==> config.mk <==
export PLATFORM = sky130hd
export DESIGN_NAME = rgb_brightness_fade
export DESIGN_NICKNAME = d
export VERILOG_FILES = /design/src/design/rbf_pkg.sv /design/src/design/rgb_brightness_fade.sv
export SDC_FILE = /design/constraint.sdc
export NUM_CORES = 1
export LEC_CHECK = 0
export ABC_AREA = 1
export BUFFER_PORTS_ARGS = -buffer_cell sky130_fd_sc_hd__buf_2
export CAP_MARGIN = 20
export CORE_MARGIN = 8
export CORE_UTILIZATION = 50
export CTS_CLUSTER_SIZE = 30
export DETAILED_ROUTE_END_ITERATION = 8
export GPL_TIMING_DRIVEN = 0
export PLACE_DENSITY = 0.71
export SLEW_MARGIN = 40
export SYNTH_ARGS = -nofsm -noshare
export SYNTH_HDL_FRONTEND = slang
export SYNTH_SLANG_ARGS = --single-unit
==> constraint.sdc <==
create_clock -name clk -period 4.6 [get_ports clk]
set_clock_uncertainty 0.2 [all_clocks]
set_input_delay 0.46 -clock clk [delete_from_list [all_inputs] [get_ports clk]]
set_output_delay 0.46 -clock clk [all_outputs]
set_load 0.01 [all_outputs]
==> src/design/rbf_pkg.sv <==
// Shared constants, state type and helpers of the brightness fade block.
package rbf_pkg;

	// Fixed field widths
	localparam int LENGTH_BITS = 12;
	localparam int LEVEL_W     = 8;
	localparam int NUM_CH      = 3;
	localparam int CH_W        = 2;

	// Scaled values (frames * 100) need seven more bits than a frame count
	localparam int DIV_W = LENGTH_BITS + 7;
	localparam int CNT_W = $clog2(DIV_W + 1);

	localparam logic [LEVEL_W-1:0] LEVEL_MAX   = '1;
	localparam logic [LEVEL_W-1:0] LEVEL_RESET = '1;
	localparam logic [CH_W-1:0]    CH_LAST     = CH_W'(NUM_CH - 1);

	// Division modes of the shared serial divider
	typedef enum logic {
		MODE_SLOPE,
		MODE_STEP
	} div_mode_t;

	typedef enum logic [2:0] {
		S_IDLE,
		S_LOAD,
		S_DIV,
		S_FIN,
		S_CHECK,
		S_DONE
	} fade_state_t;

	// Multiply a frame count by 100 (64 + 32 + 4)
	function automatic logic [DIV_W-1:0] times100(input logic [LENGTH_BITS-1:0] n);
		logic [DIV_W-1:0] w;
		w = DIV_W'(n);
		return (w << 6) + (w << 5) + (w << 2);
	endfunction

endpackage

==> src/design/rgb_brightness_fade.sv <==
// Top level of the linear red/green/blue brightness fade.
//
//  channel | valid     | stall     | words carried
//  --------+-----------+-----------+---------------------------------------------
//  in      | in_valid  | in_stall  | target_red/green/blue, fade_length
//  out     | out_valid | out_stall | bright_red/green/blue, frames_left, applied
//
// One word is worked at a time by a bit-serial restoring divider shared by the
// three channels, one quotient bit per cycle.
// A tick inside a fade runs a step divide per channel with a nonzero slope, and
// a tick that restarts the fade first runs a slope divide per channel. The last
// frame snaps to the target; a tick after the fade has ended does no division.
// Reset sets all levels to full scale and forces a restart on the first tick.
// A finished word waits in the output register while the next word is taken.
module rgb_brightness_fade (
	input  logic                              clk,
	input  logic                              arst_n,
	input  logic                              in_valid,
	output logic                              in_stall,
	input  logic [rbf_pkg::LEVEL_W-1:0]       target_red,
	input  logic [rbf_pkg::LEVEL_W-1:0]       target_green,
	input  logic [rbf_pkg::LEVEL_W-1:0]       target_blue,
	input  logic [rbf_pkg::LENGTH_BITS-1:0]   fade_length,
	output logic                              out_valid,
	input  logic                              out_stall,
	output logic [rbf_pkg::LEVEL_W-1:0]       bright_red,
	output logic [rbf_pkg::LEVEL_W-1:0]       bright_green,
	output logic [rbf_pkg::LEVEL_W-1:0]       bright_blue,
	output logic [rbf_pkg::LENGTH_BITS-1:0]   frames_left,
	output logic                              applied
);
	import rbf_pkg::*;

	fade_state_t state_q, state_d;

	// Fade state
	logic [LEVEL_W-1:0]     cur_q   [NUM_CH];
	logic [LEVEL_W-1:0]     start_q [NUM_CH];
	logic [LEVEL_W-1:0]     tgt_q   [NUM_CH];
	logic [DIV_W-1:0]       dmag_q  [NUM_CH];
	logic [NUM_CH-1:0]      dneg_q;
	logic [LENGTH_BITS-1:0] len_q;
	logic [LENGTH_BITS-1:0] count_q;
	logic                   armed_q;

	// Serial divider and sequencing
	div_mode_t              mode_q;
	logic [CH_W-1:0]        ch_q;
	logic [CNT_W-1:0]       cnt_q;
	logic [DIV_W-1:0]       dvd_q;
	logic [DIV_W-1:0]       den_q;
	logic [DIV_W-1:0]       rem_q;
	logic [DIV_W-1:0]       quo_q;
	logic                   zero_q;
	logic                   upd_q;

	// Output register
	logic                   out_valid_q;
	logic [LEVEL_W-1:0]     out_lvl_q [NUM_CH];
	logic [LENGTH_BITS-1:0] out_left_q;
	logic                   out_applied_q;

	logic                   in_take;
	logic                   out_take;
	logic                   out_free;
	logic                   restart;
	logic                   div_last;
	logic                   ch_last;
	logic                   fade_over;
	logic                   final_frame;
	logic                   step_zero;
	logic [DIV_W:0]         trial;
	logic [DIV_W:0]         diff;
	logic                   fits;
	logic [LEVEL_W:0]       delta;
	logic [LEVEL_W-1:0]     delta_mag;
	logic [DIV_W:0]         up_sum;
	logic [LEVEL_W-1:0]     up_lvl;
	logic [LEVEL_W-1:0]     dn_lvl;
	logic [LEVEL_W-1:0]     new_lvl;

	assign in_take  = in_valid & ~in_stall;
	assign out_take = out_valid_q & ~out_stall;
	assign out_free = ~out_valid_q | ~out_stall;

	// Detect a changed target or length
	assign restart = ~armed_q || (fade_length != len_q) || (target_red != tgt_q[0])
		|| (target_green != tgt_q[1]) || (target_blue != tgt_q[2]);

	assign div_last    = (cnt_q == CNT_W'(1));
	assign ch_last     = (ch_q == CH_LAST);
	assign fade_over   = (count_q >= len_q);
	assign final_frame = (LENGTH_BITS'(count_q + 1'b1) == len_q);
	assign step_zero   = (dmag_q[ch_q] == '0);

	// One restoring divide step
	assign trial = {rem_q, dvd_q[DIV_W-1]};
	assign diff  = trial - {1'b0, den_q};
	assign fits  = (trial >= {1'b0, den_q});

	// Signed change of the current channel for the slope divide
	assign delta     = {1'b0, tgt_q[ch_q]} - {1'b0, start_q[ch_q]};
	assign delta_mag = delta[LEVEL_W] ? LEVEL_W'(-delta) : delta[LEVEL_W-1:0];

	// Apply the signed quotient to the start level and saturate
	assign up_sum  = {1'b0, quo_q} + (DIV_W + 1)'(start_q[ch_q]);
	assign up_lvl  = (up_sum > (DIV_W + 1)'(LEVEL_MAX)) ? LEVEL_MAX : up_sum[LEVEL_W-1:0];
	assign dn_lvl  = (quo_q > DIV_W'(start_q[ch_q])) ? '0
		: LEVEL_W'(start_q[ch_q] - quo_q[LEVEL_W-1:0]);
	assign new_lvl = dneg_q[ch_q] ? dn_lvl : up_lvl;

	// Hold the state register
	always_ff @(posedge clk or negedge arst_n) begin
		if (!arst_n) begin
			state_q <= S_IDLE;
		end else begin
			state_q <= state_d;
		end
	end

	// Pick the next state
	always_comb begin
		state_d  = state_q;
		in_stall = 1'b1;
		case (state_q)
			S_IDLE: begin
				in_stall = 1'b0;
				if (in_valid) begin
					state_d = restart ? S_LOAD : S_CHECK;
				end
			end
			S_LOAD: begin
				if (mode_q == MODE_STEP && step_zero) begin
					state_d = ch_last ? S_DONE : S_LOAD;
				end else begin
					state_d = S_DIV;
				end
			end
			S_DIV: begin
				if (div_last) begin
					state_d = S_FIN;
				end
			end
			S_FIN: begin
				if (!ch_last) begin
					state_d = S_LOAD;
				end else begin
					state_d = (mode_q == MODE_SLOPE) ? S_CHECK : S_DONE;
				end
			end
			S_CHECK: begin
				state_d = (fade_over || final_frame) ? S_DONE : S_LOAD;
			end
			S_DONE: begin
				if (out_free) begin
					state_d = S_IDLE;
				end
			end
			default: begin
				state_d = S_IDLE;
			end
		endcase
	end

	// Advance the fade and the divider
	always_ff @(posedge clk or negedge arst_n) begin
		if (!arst_n) begin
			for (int c = 0; c < NUM_CH; c++) begin
				cur_q[c]   <= LEVEL_RESET;
				start_q[c] <= '0;
				tgt_q[c]   <= '0;
				dmag_q[c]  <= '0;
			end
			dneg_q  <= '0;
			len_q   <= '0;
			count_q <= '0;
			armed_q <= 1'b0;
			mode_q  <= MODE_SLOPE;
			ch_q    <= '0;
			cnt_q   <= '0;
			upd_q   <= 1'b0;
		end else begin
			case (state_q)
				S_IDLE: begin
					// Capture a new fade on restart
					if (in_take && restart) begin
						tgt_q[0] <= target_red;
						tgt_q[1] <= target_green;
						tgt_q[2] <= target_blue;
						for (int c = 0; c < NUM_CH; c++) begin
							start_q[c] <= cur_q[c];
						end
						len_q   <= fade_length;
						count_q <= '0;
						armed_q <= 1'b1;
						mode_q  <= MODE_SLOPE;
						ch_q    <= '0;
					end
				end
				S_LOAD: begin
					cnt_q <= CNT_W'(DIV_W);
					if (mode_q == MODE_STEP && step_zero) begin
						// No slope: hold the start level
						cur_q[ch_q] <= start_q[ch_q];
						if (ch_last) begin
							count_q <= LENGTH_BITS'(count_q + 1'b1);
							upd_q   <= 1'b1;
						end else begin
							ch_q <= CH_W'(ch_q + 1'b1);
						end
					end
				end
				S_DIV: begin
					cnt_q <= CNT_W'(cnt_q - 1'b1);
				end
				S_FIN: begin
					if (mode_q == MODE_SLOPE) begin
						dmag_q[ch_q] <= zero_q ? '0 : quo_q;
						dneg_q[ch_q] <= delta[LEVEL_W];
					end else begin
						cur_q[ch_q] <= new_lvl;
					end
					if (ch_last) begin
						ch_q <= '0;
						if (mode_q == MODE_STEP) begin
							count_q <= LENGTH_BITS'(count_q + 1'b1);
							upd_q   <= 1'b1;
						end
					end else begin
						ch_q <= CH_W'(ch_q + 1'b1);
					end
				end
				S_CHECK: begin
					if (fade_over) begin
						upd_q <= 1'b0;
					end else if (final_frame) begin
						// Snap to the target on the last frame
						for (int c = 0; c < NUM_CH; c++) begin
							cur_q[c] <= tgt_q[c];
						end
						count_q <= LENGTH_BITS'(count_q + 1'b1);
						upd_q   <= 1'b1;
					end else begin
						mode_q <= MODE_STEP;
						ch_q   <= '0;
					end
				end
				default: begin
				end
			endcase
		end
	end

	// Load and shift the divider datapath
	always_ff @(posedge clk) begin
		if (state_q == S_LOAD) begin
			rem_q <= '0;
			quo_q <= '0;
			if (mode_q == MODE_SLOPE) begin
				dvd_q  <= times100(len_q);
				den_q  <= DIV_W'(delta_mag);
				zero_q <= (delta_mag == '0);
			end else begin
				dvd_q  <= times100(count_q);
				den_q  <= dmag_q[ch_q];
				zero_q <= 1'b0;
			end
		end else if (state_q == S_DIV) begin
			rem_q <= fits ? diff[DIV_W-1:0] : trial[DIV_W-1:0];
			quo_q <= {quo_q[DIV_W-2:0], fits};
			dvd_q <= {dvd_q[DIV_W-2:0], 1'b0};
		end
	end

	// Hold the output word until taken
	always_ff @(posedge clk or negedge arst_n) begin
		if (!arst_n) begin
			out_valid_q <= 1'b0;
		end else if (state_q == S_DONE && out_free) begin
			out_valid_q <= 1'b1;
		end else if (out_take) begin
			out_valid_q <= 1'b0;
		end
	end

	always_ff @(posedge clk) begin
		if (state_q == S_DONE && out_free) begin
			for (int c = 0; c < NUM_CH; c++) begin
				out_lvl_q[c] <= cur_q[c];
			end
			out_left_q    <= upd_q ? LENGTH_BITS'(len_q - count_q) : '0;
			out_applied_q <= upd_q;
		end
	end

	assign out_valid    = out_valid_q;
	assign bright_red   = out_lvl_q[0];
	assign bright_green = out_lvl_q[1];
	assign bright_blue  = out_lvl_q[2];
	assign frames_left  = out_left_q;
	assign applied      = out_applied_q;

endmodule

==> qor.csv, run 1 <==
metric,value,unit
io pins,79,
post-synthesis mux area share,0.00416,
RSZ-0062 raised after global routing,false,
clk slew on worst S/H paths,0.06,ns
register-to-register setup slack,0.21,ns
Post-CTS Setup Bufs,0,
Simple-Gate Fraction of Synth Area,0.230,
first-pass GRT wire length,90.1,mm
ranking of synthesized cells by area,"dfrtp_1 20%, nand2_1 12%, edfxtp_1 12%, o21ai_0 7.3%, ha_1 7.3%",
CP Depth,22,
Worst Setup End Kind,flop,
Tmin final,4.39,ns
"Seq/Total Area, Yosys",0.390,
PD cells,850,mW/mm²
cell taking the most area after synthesis,dfrtp_1,
reg-to-reg critical path startpoint,ch_q[0]$_DFFE_PN0P_,
synthesized area per cell,7.48,µm²
vias in the first global route,16900,
crit path max fanout,10,
status,finished clean,
Post-Route WL,56.9,mm
Initial DRC Count,1503,
"Hold Violations, Final",0,
Port-buffer cells,78,
CTS root buf,clkbuf_16,
area added between synthesis and finish,14.3,%
Clock Tree Buf Depth,3,
fin crit share,0.955,
reg2reg end,cur_q[23]$_DFFE_PN1P_,
gr usage total,0.254,
"Primary FF master, synth",dfrtp_1,
Worst EP arrival,4.66,ns
xor-xnor portion of the synthesized cell area,0.0268,
drt pass-1 iters,6,
initial antenna violation count,0,
yosys warns,0,
peak supply drop,0.516,mV
Core ar.,0.0367,mm²
"slowest stage delay, CP",0.42,ns
top-area cell type share of the netlist area,0.196,
H-tree depth,2,
RD Place Congestion,0.963,
Slew Limit Fails,0,
GR Overflow Total,0,
Die Y,209,µm
utilization after layout,0.581,
Clock Latency Late Sink,0.55,ns
final antenna-violating net count,0,
routed length per instance,18.1,µm
# rows,70,
WP data required,4.87,ns
Critical Path Sink,cur_q[23]$_DFFE_PN1P_,
critical path's top delay family,simple AND/OR/NAND/NOR gates,
Syn Nets,2666,
combinational family with the most area after synthesis,simple AND/OR/NAND/NOR gates,
Worst Tran Pin Value,0.973,ns
asr flop ratio synth,0.603,
final net count,2824,
Pleak,10.2,nW
Die W,209,µm
"Slowest-stage cell, CP",ha_1,
Post-synth EDFFs,74,
"flops & latches, synth",282,
Relative slew margins,0.345,
CP bufs+invs,6,
highest clock rate,0.228,GHz
vias per inst,5.60,
max cap viols,0,
startpoint types,flop,
cells along the critical path,"buf_6, inv_4, clkbuf_4, clkbuf_2, o21ai_0, o21a_1, inv_1, ha_1, inv_1, nand2_1, nand2_1, a21oi_1, nand2_2, nand3_1, xor2_1, nand2_1, nor2_4, nand3_1, nand2_1, nand2_1, nand2_1, a21oi_1",
ANT cells,0,
starting density of the core,0.508,
via total after detailed routing,17600,
DRC Markers,0,
Clock Sink Count,282,
synthesized instance count,2494,
TritonCTS Buffers,35,
launch point of the worst path,ch_q[0]$_DFFE_PN0P_,
"non-filler cells, final",3147,
largest net degree at the start of global routing,70,
post-synthesis adder-cell area fraction,0.0978,
Mapped Area,0.0187,mm²
Setup-failing EPs final,0,
CP Class,flop to flop,
CP most frequent cell,nand2_1,
placed insts,3046,
layout filler cell count,3326,
Reg2Reg Depth,22,
CTS tree,done,
complex-gate fraction of the synthesized area,0.160,
Die Footprint,0.0437,mm²
Yosys cell types,53,
DP HPWL,43.1,mm
ratio of cells with drive above 1 in the final layout,0.0836,
Hold Path Class,primary input to flop,
==> cell families after synthesis <==
family	Yosys count
AND/OR/NAND/NOR	1039
adder cells (fa/ha/maj)	132
AO/OA/AOI/OAI	542
XOR/XNOR	57
flip-flops	282
multiplexers	7
buffers and inverters	435
==> cell usage after synthesis (8+ instances only) <==
cell type and number:
nor2_1 224, fa_1 23, a21oi_1 160, xor2_1 32
nand3b_1 11, inv_1 352, nand2_1 617, nand4_1 29
ha_1 109, o2111ai_1 8, dfxtp_1 38, edfxtp_1 74
xnor2_1 25, nand3_1 113, o21a_1 20, dfstp_2 24
clkbuf_1 57, o211ai_1 11, o21ai_0 273, o22ai_1 30
dfrtp_1 146, nor3_1 14, nor4_1 8
==> registers in the layout, summed over array words and instances (netlist names), 3 cells and up <==
register / cells
count_q: 12
cur_q: 24
quo_q: 19
start_q: 24
rem_q: 19
state_q: 3
cnt_q: 5
tgt_q: 24
den_q: 19
dvd_q: 17
dmag_q: 57
len_q: 12
dneg_q: 3
out_lvl_q: 24
frames_left: 12
==> where the power goes <==
part | internal (mW) | switching, mW | total (mW)
sequential | 3.69 | 0.661 | 4.35
clock | 1.55 | 1.11 | 2.65
combinational | 3.67 | 7.46 | 11.1
total | 8.90 | 9.23 | 18.1
==> worst reg2reg max path: stages (launching register included) <==
cell and delay [ns]:
dfrtp_1 0.37, buf_6 0.16, inv_4 0.07, clkbuf_4 0.21
clkbuf_2 0.24, o21ai_0 0.34, o21a_1 0.30, inv_1 0.17
ha_1 0.42, inv_1 0.12, nand2_1 0.08, nand2_1 0.07
a21oi_1 0.20, nand2_2 0.14, nand3_1 0.12, xor2_1 0.15
nand2_1 0.10, nor2_4 0.25, nand3_1 0.18, nand2_1 0.19
nand2_1 0.09, nand2_1 0.08, a21oi_1 0.07
==> final cells by class <==
type	count	area (µm²)	area share
multi-input cells	1777	9720	0.456
flip-flops and latches	282	7270	0.341
inverters	356	1340	0.0629
clock buffers	52	1020	0.0479
repair buffers	121	936	0.0439
well taps	468	586	0.0275
plain buffers	79	377	0.0177
clock inverters	12	80.1	0.00376
==> stage by stage <==
step	power, mW	setup TNS [ns]	setup WS (ns)	hold slack (ns)	cell area (µm²)
2_1_floorplan	12.0	0	0.894	-0.0356	18700
3_3_place_gp	14.9	-4.86	-0.255	0.257	19600
3_5_place_dp	15.2	-6.69	-0.384	0.179	19800
4_1_cts	18.0	0	0.0387	0.102	21300
5_1_grt	19.6	0	0.0116	0.152	21300
6_report	18.1	0	0.208	0.127	21300
==> cells in the final DEF (no fill, tap or decap), types with 7 or more instances in the layout <==
master	count
a21oi_1	160
o21a_1	17
inv_1	351
clkbuf_16	36
or2_2	7
nor4_1	8
nand3_1	113
dfstp_2	24
dlygate4sd3_1	37
nor3_1	14
xnor2_1	25
nand3b_1	11
o21ai_0	272
buf_2	84
nand2_1	616
dfrtp_1	146
edfxtp_1	74
xor2_1	32
o22ai_1	30
dfxtp_1	38
buf_6	7
fa_1	23
clkbuf_1	64
nor2_1	221
o2111ai_1	8
nand4_1	29
ha_1	108
o211ai_1	11
==> how the worst min path moves through the flow <==
stage / slack, ns / cells after the start / start / endpoint
after global routing: 0.15 / 4 / in_valid / start_q[14]$_DFFE_PN0P_
after floorplan: -0.04 / 0 / arst_n / armed_q$_DFFE_PN0P_
after global placement: 0.26 / 1 / armed_q$_DFFE_PN0P_ / armed_q$_DFFE_PN0P_
after CTS: 0.10 / 4 / in_valid / start_q[14]$_DFFE_PN0P_
final: 0.13 / 4 / in_valid / start_q[14]$_DFFE_PN0P_
after detailed placement: 0.18 / 1 / arst_n / dmag_q[33]$_DFFE_PN0P_
==> timing repair <==
action	in CTS	in global routing
hold buffers	37	0
hold endpoints to repair	80	0
pin swaps	0	1
gates resized for setup	5	16
endpoints found under the setup margin	24	30
==> layer usage <==
layer / track usage / part of all wire
met2: 0.418 / 0.47
met5: 0 / 0
met4: 0.0928 / 0.036
met3: 0.0347 / 0.063
met1: 0.338 / 0.44
Power figures use the tool's default switching activity.
==> run 2, diff against run 1 <==
Settings changed: CORE_UTILIZATION 50 to 40, PLACE_DENSITY 0.71 to 0.6.
==> run 2 against run 1 <==
Effect of this change:
- sequential power about the same
- critical path depth increased by 2
- cell count increased by 4.4%
- sequential cell count unchanged
- routed wire length increased by 1.5%
- fmax increased by 2.3%
- critical endpoint is now cur_q[11]$_DFFE_PN1P_
- design area increased by 1.6%
- clock-buffer cell count decreased by 7
- sequential share of layout area decreased by 0.53 points
- utilization decreased by 11 points
- worst setup slack improved by 0.097 ns
- largest power group unchanged
==> qor.csv, run 2 (synthesis gave the netlist of run 1 again) <==
metric,value,unit,change
Core ar.,0.0463,mm²,+26%
status,finished clean,,
Clock Tree Buf Depth,3,,unchanged
final antenna-violating net count,0,,unchanged
Biggest register,dmag_q,,
Post-Route WL,57.8,mm,+1.5%
placed insts,3185,,+4.6%
"worst slack, placed",-0.553,ns,-0.169 ns
Tmin final,4.29,ns,-0.0971 ns
highest clock rate,0.233,GHz,+2.3%
# rows,79,,+13%
Tot Pwr,18.5,mW,+2.3%
H-tree depth,2,,unchanged
Port-buffer cells,78,,unchanged
via total after detailed routing,17200,,-2.6%
"non-filler cells, final",3285,,+4.4%
met2 Track Usage GR,0.341,,-0.0763
starting density of the core,0.403,,-0.105
fin crit share,0.934,,-0.0211
routed length per instance,17.6,µm,-2.8%
reg-to-reg critical path startpoint,ch_q[0]$_DFFE_PN0P_,,
Largest register FFs,57,,unchanged
post-route setup slack,0.305,ns,+0.0971 ns
max cap viols,0,,unchanged
Initial DRC Count,1322,,-12%
CP Class,flop to flop,,
largest net degree at the start of global routing,64,,-8.6%
Clock Latency Late Sink,0.56,ns,about the same
met3 Usage GRT,0.0286,,-0.00613
PD cells,856,mW/mm²,+0.68%
Clock Sink Count,282,,unchanged
final instance area,0.0217,mm²,+1.6%
Hold Path Class,primary input to flop,,
peak supply drop,0.486,mV,-5.8%
GRT Max-Usage Layer,met2,,
"Hold Violations, Final",0,,unchanged
ratio of cells with drive above 1 in the final layout,0.0852,,+0.00156
launch point of the worst path,ch_q[0]$_DFFE_PN0P_,,
clk slew on worst S/H paths,0.06,ns,about the same
"commonest non-fill, non-tap cell in the layout",nand2_1,,
CTS root buf,clkbuf_16,,
Worst Tran Pin Value,0.971,ns,-0.00208 ns
WP data required,4.87,ns,about the same
DP HPWL,44.0,mm,+1.9%
final net count,2823,,-0.035%
first-pass GRT wire length,91.2,mm,+1.3%
Die Footprint,0.0538,mm²,+23%
Die W,232,µm,+11%
Die Y,232,µm,+11%
initial antenna violation count,1,,+1
TNS Setup,0,ns,unchanged
GRT met1 Usage,0.291,,-0.0475
Relative slew margins,0.346,,+0.00140
placed cell area,0.0200,mm²,+0.88%
gr usage total,0.212,,-0.0424
area added between synthesis and finish,16.1,%,
Post-CTS Setup Bufs,0,,unchanged
vias per inst,5.23,,-6.6%
Setup-failing EPs final,0,,unchanged
vias in the first global route,16600,,-1.9%
GR Overflow Total,0,,unchanged
CTS tree,done,,
crit path max fanout,15,,+5
Slew Limit Fails,0,,unchanged
Fin Hold WS,0.116,ns,-0.0111 ns
RSZ-0062 raised after global routing,false,,
utilization after layout,0.468,,-0.113
drt pass-1 iters,7,,+1
startpoint types,flop,,
Pleak,10.2,nW,+0.76%
io pins,79,,unchanged
layout filler cell count,4538,,+36%
TritonCTS Buffers,35,,unchanged
Worst Setup End Kind,flop,,
most frequent cells in the layout,"617 x nand2_1, 351 x inv_1, 273 x o21ai_0",,
RD Place Congestion,0.942,,-2.1%
Hold Startpoint,in_valid,,
Worst EP arrival,4.57,ns,-0.09 ns
DRC Markers,0,,unchanged
run 2: final timing paths:
check                      cells past startpoint  slack [ns]                      end
min in group asynchronous                      2        0.23   dmag_q[32]$_DFFE_PN0P_
setup reg to reg                              24        0.31    cur_q[11]$_DFFE_PN1P_
setup / recovery                              24        0.31    cur_q[11]$_DFFE_PN1P_
hold reg to reg                                2        0.27    rem_q[5]$_SDFFE_PP0P_
max in group asynchronous                      4        2.91    cur_q[21]$_DFFE_PN1P_
hold / removal                                 4        0.12  start_q[14]$_DFFE_PN0P_
run 2: area by class of cell:
cell class / count / area [µm²] / share of cell area
clock buffer: 45 / 953 / 0.0440
clock inverter: 18 / 313 / 0.0144
sequential: 282 / 7270 / 0.336
timing repair buffer: 121 / 936 / 0.0432
antenna: 1 / 2.50 / 0.000116
buffer: 78 / 369 / 0.0170
tap: 607 / 759 / 0.0351
multi-input combinational: 1777 / 9720 / 0.449
inverter: 356 / 1340 / 0.0620
run 2: worst max-delay path, stage by stage (launching register included):
cell      delay [ns]
dfrtp_1         0.37
buf_6           0.17
inv_6           0.10
clkbuf_4        0.19
o21ai_0         0.35
o21a_1          0.28
inv_1           0.16
ha_1            0.31
buf_2           0.18
inv_1           0.12
nand3_1         0.09
nand2_1         0.13
nand2_1         0.09
nand2_1         0.19
nand3_1         0.10
nand2_1         0.09
nand2_1         0.06
nor2_1          0.09
nand2_1         0.09
nor2_4          0.23
nand3_1         0.18
nand2_1         0.18
nand2_1         0.07
nand2_1         0.08
a21oi_1         0.08
run 2: metal layers:
metal  share of wire  vias to the layer above
li1                -                     8471
met1            0.46                     8171
met2            0.46                      438
met3           0.047                      100
met4           0.032                        0
met5               0                        -
run 2: timing repair:
| item | in CTS | in global routing |
|---|---|---|
| hold endpoints to repair | 84 | 0 |
| hold buffers | 37 | 0 |
| pin swaps | 0 | 2 |
| setup endpoints to repair | 25 | 25 |
| gates resized for setup | 5 | 15 |
run 2: power breakdown:
group | leakage [nW] | switching (mW) | internal (mW)
clock | 0.618 | 1.14 | 1.93
combinational | 6.48 | 7.47 | 3.67
sequential | 3.15 | 0.658 | 3.68
total | 10.2 | 9.27 | 9.28
==> run 3, diff against run 2 <==
Settings changed: BUFFER_PORTS_ARGS -buffer_cell sky130_fd_sc_hd__buf_2 to -buffer_cell sky130_fd_sc_hd__buf_4.
==> run 3 against run 2 <==
Effect of this change:
- critical path depth rose by 1
- sequential power barely moved
- combinational power barely moved
- highest routed layer unchanged
- critical endpoint is now cur_q[10]$_DFFE_PN1P_
- non-clock buffer count rose by 1
==> qor.csv, run 3 (synthesis gave the netlist of run 1 again) <==
metric,value,unit,change
fin crit share,0.925,,-0.00853
"non-filler cells, final",3286,,+0.030%
Tmin final,4.26,ns,-0.0392 ns
first-pass GRT wire length,91.0,mm,-0.21%
RSZ-0062 raised after global routing,false,,
highest clock rate,0.235,GHz,+0.92%
Reg2Reg Depth,25,,+4.2%
final antenna-violating net count,0,,unchanged
reg-to-reg critical path startpoint,ch_q[0]$_DFFE_PN0P_,,
Die W,232,µm,unchanged
vias in the first global route,16800,,+1.5%
Post-Route WL,57.2,mm,-0.97%
utilization after layout,0.470,,+0.00214
DRC Markers,0,,unchanged
"worst slack, placed",-0.512,ns,+0.0411 ns
max cap viols,0,,unchanged
Post-CTS Setup Bufs,0,,unchanged
Core ar.,0.0463,mm²,unchanged
area added between synthesis and finish,16.7,%,
area occupied by multi-input gates,0.00971,mm²,about the same
Largest register FFs,57,,unchanged
placed cell area,0.0202,mm²,+1.1%
"commonest non-fill, non-tap cell in the layout",nand2_1,,
GR Overflow Total,0,,unchanged
Clock Latency Late Sink,0.55,ns,about the same
"Hold Violations, Final",0,,unchanged
Tot Pwr,18.2,mW,-1.9%
via total after detailed routing,17100,,-0.30%
io pins,79,,unchanged
clk slew on worst S/H paths,0.06,ns,about the same
initial antenna violation count,0,,-1
CP Class,flop to flop,,
Die Footprint,0.0538,mm²,unchanged
Worst Setup End Kind,flop,,
WP data required,4.87,ns,about the same
Clock Tree Buf Depth,3,,unchanged
startpoint types,flop,,
vias per inst,5.21,,-0.33%
Port-buffer cells,78,,unchanged
gr usage total,0.211,,-0.000369
peak supply drop,0.445,mV,-8.5%
status,finished clean,,
Initial DRC Count,1294,,-2.1%
Worst EP arrival,4.52,ns,-0.05 ns
H-tree depth,2,,unchanged
layout filler cell count,4665,,+2.8%
final instance area,0.0218,mm²,+0.46%
Pleak,10.3,nW,+0.26%
DP HPWL,43.8,mm,-0.33%
ANT cells,0,,-1
largest net degree at the start of global routing,66,,+3.1%
Clock Sink Count,282,,unchanged
CTS root buf,clkbuf_16,,
starting density of the core,0.403,,unchanged
final net count,2824,,+0.035%
TNS Setup,0,ns,unchanged
crit path max fanout,15,,unchanged
Biggest register,dmag_q,,
reg2reg end,cur_q[10]$_DFFE_PN1P_,,
placed insts,3186,,+0.031%
RD Place Congestion,0.932,,-1.1%
Worst Tran Pin Value,0.903,ns,-0.0680 ns
CTS tree,done,,
most frequent cells in the layout,"616 x nand2_1, 351 x inv_1, 272 x o21ai_0",,
post-route setup slack,0.345,ns,+0.0392 ns
drt pass-1 iters,5,,-2
routed length per instance,17.4,µm,-1.0%
Hold Path Class,primary input to asynchronous set/reset pin,,
Die Y,232,µm,unchanged
# rows,79,,unchanged
PD cells,836,mW/mm²,-2.3%
ratio of cells with drive above 1 in the final layout,0.0847,,-0.000437
Relative slew margins,0.392,,+0.0457
FF+latch area,0.00727,mm²,unchanged
Fin Hold WS,0.106,ns,-0.00983 ns
register-to-register setup slack,0.34,ns,+0.04 ns
Slew Limit Fails,0,,unchanged
TritonCTS Buffers,35,,unchanged
Setup-failing EPs final,0,,unchanged
-- run 3: cell count changes in the layout (fill, tap and decap cells not counted), moves of 2 or more --
cell and delta:
inv_6 +2, buf_2 -77, nor2_1 +2, nor2_2 -2
bufinv_16 -5, buf_4 +77
-- run 3: layout make-up --
type                            count  share of cell area
Inverter                          356              0.0616
Multi-Input combinational cell   1777               0.446
Clock buffer                       48              0.0448
Clock inverter                     16             0.00822
Buffer                             78              0.0170
Sequential cell                   282               0.334
Tap cell                          607              0.0349
Timing Repair Buffer              122              0.0531
-- run 3: per-layer routing --
metal | wire length, µm | part of all wire | track usage | vias up
met5 | 0 | 0 | 0 | -
met4 | 2090 | 0.036 | 0.0870 | 0
met3 | 2850 | 0.050 | 0.0301 | 103
met2 | 25900 | 0.45 | 0.333 | 458
met1 | 26300 | 0.46 | 0.289 | 8095
li1 | - | - | - | 8472
-- run 3: what timing repair did --
action	in CTS	in global routing
endpoints found under the setup margin	24	25
endpoints found under the hold margin	109	0
resized for setup	5	15
hold buffers	37	0
pin swaps	0	1
-- run 3: worst max-delay path by stage --
stage,from,slack [ns],cells past startpoint,end
after global routing,ch_q[0]$_DFFE_PN0P_,0.05,25,cur_q[11]$_DFFE_PN1P_
after detailed placement,ch_q[0]$_DFFE_PN0P_,-0.51,24,cur_q[10]$_DFFE_PN1P_
final,ch_q[0]$_DFFE_PN0P_,0.34,25,cur_q[10]$_DFFE_PN1P_
after floorplan,ch_q[0]$_DFFE_PN0P_,0.89,24,cur_q[10]$_DFFE_PN1P_
after global placement,ch_q[0]$_DFFE_PN0P_,-0.44,24,cur_q[12]$_DFFE_PN1P_
after CTS,ch_q[1]$_DFFE_PN0P_,0.10,17,cur_q[10]$_DFFE_PN1P_
-- run 3: worst max-delay path, cell delays in order, from the launching register on --
cell	delay (ns)
dfrtp_1	0.40
buf_6	0.15
inv_4	0.19
clkbuf_4	0.25
o21ai_0	0.19
o21a_1	0.20
inv_2	0.14
ha_2	0.24
inv_1	0.06
fa_1	0.38
inv_1	0.09
nand3_1	0.07
nand2_1	0.14
nand2_1	0.11
nand2_2	0.14
nand3_1	0.08
nand2_1	0.08
nand2_1	0.05
nor2_1	0.09
nand2_1	0.09
nor2_4	0.23
nand3_1	0.13
nand2_1	0.20
nand2_1	0.08
nand2_1	0.08
a21oi_1	0.08
-- run 3: power by group --
part	internal [mW]	leakage, nW	switching [mW]
Combinational	3.67	6.56	7.38
Clock	1.67	0.567	1.15
Sequential	3.68	3.15	0.651
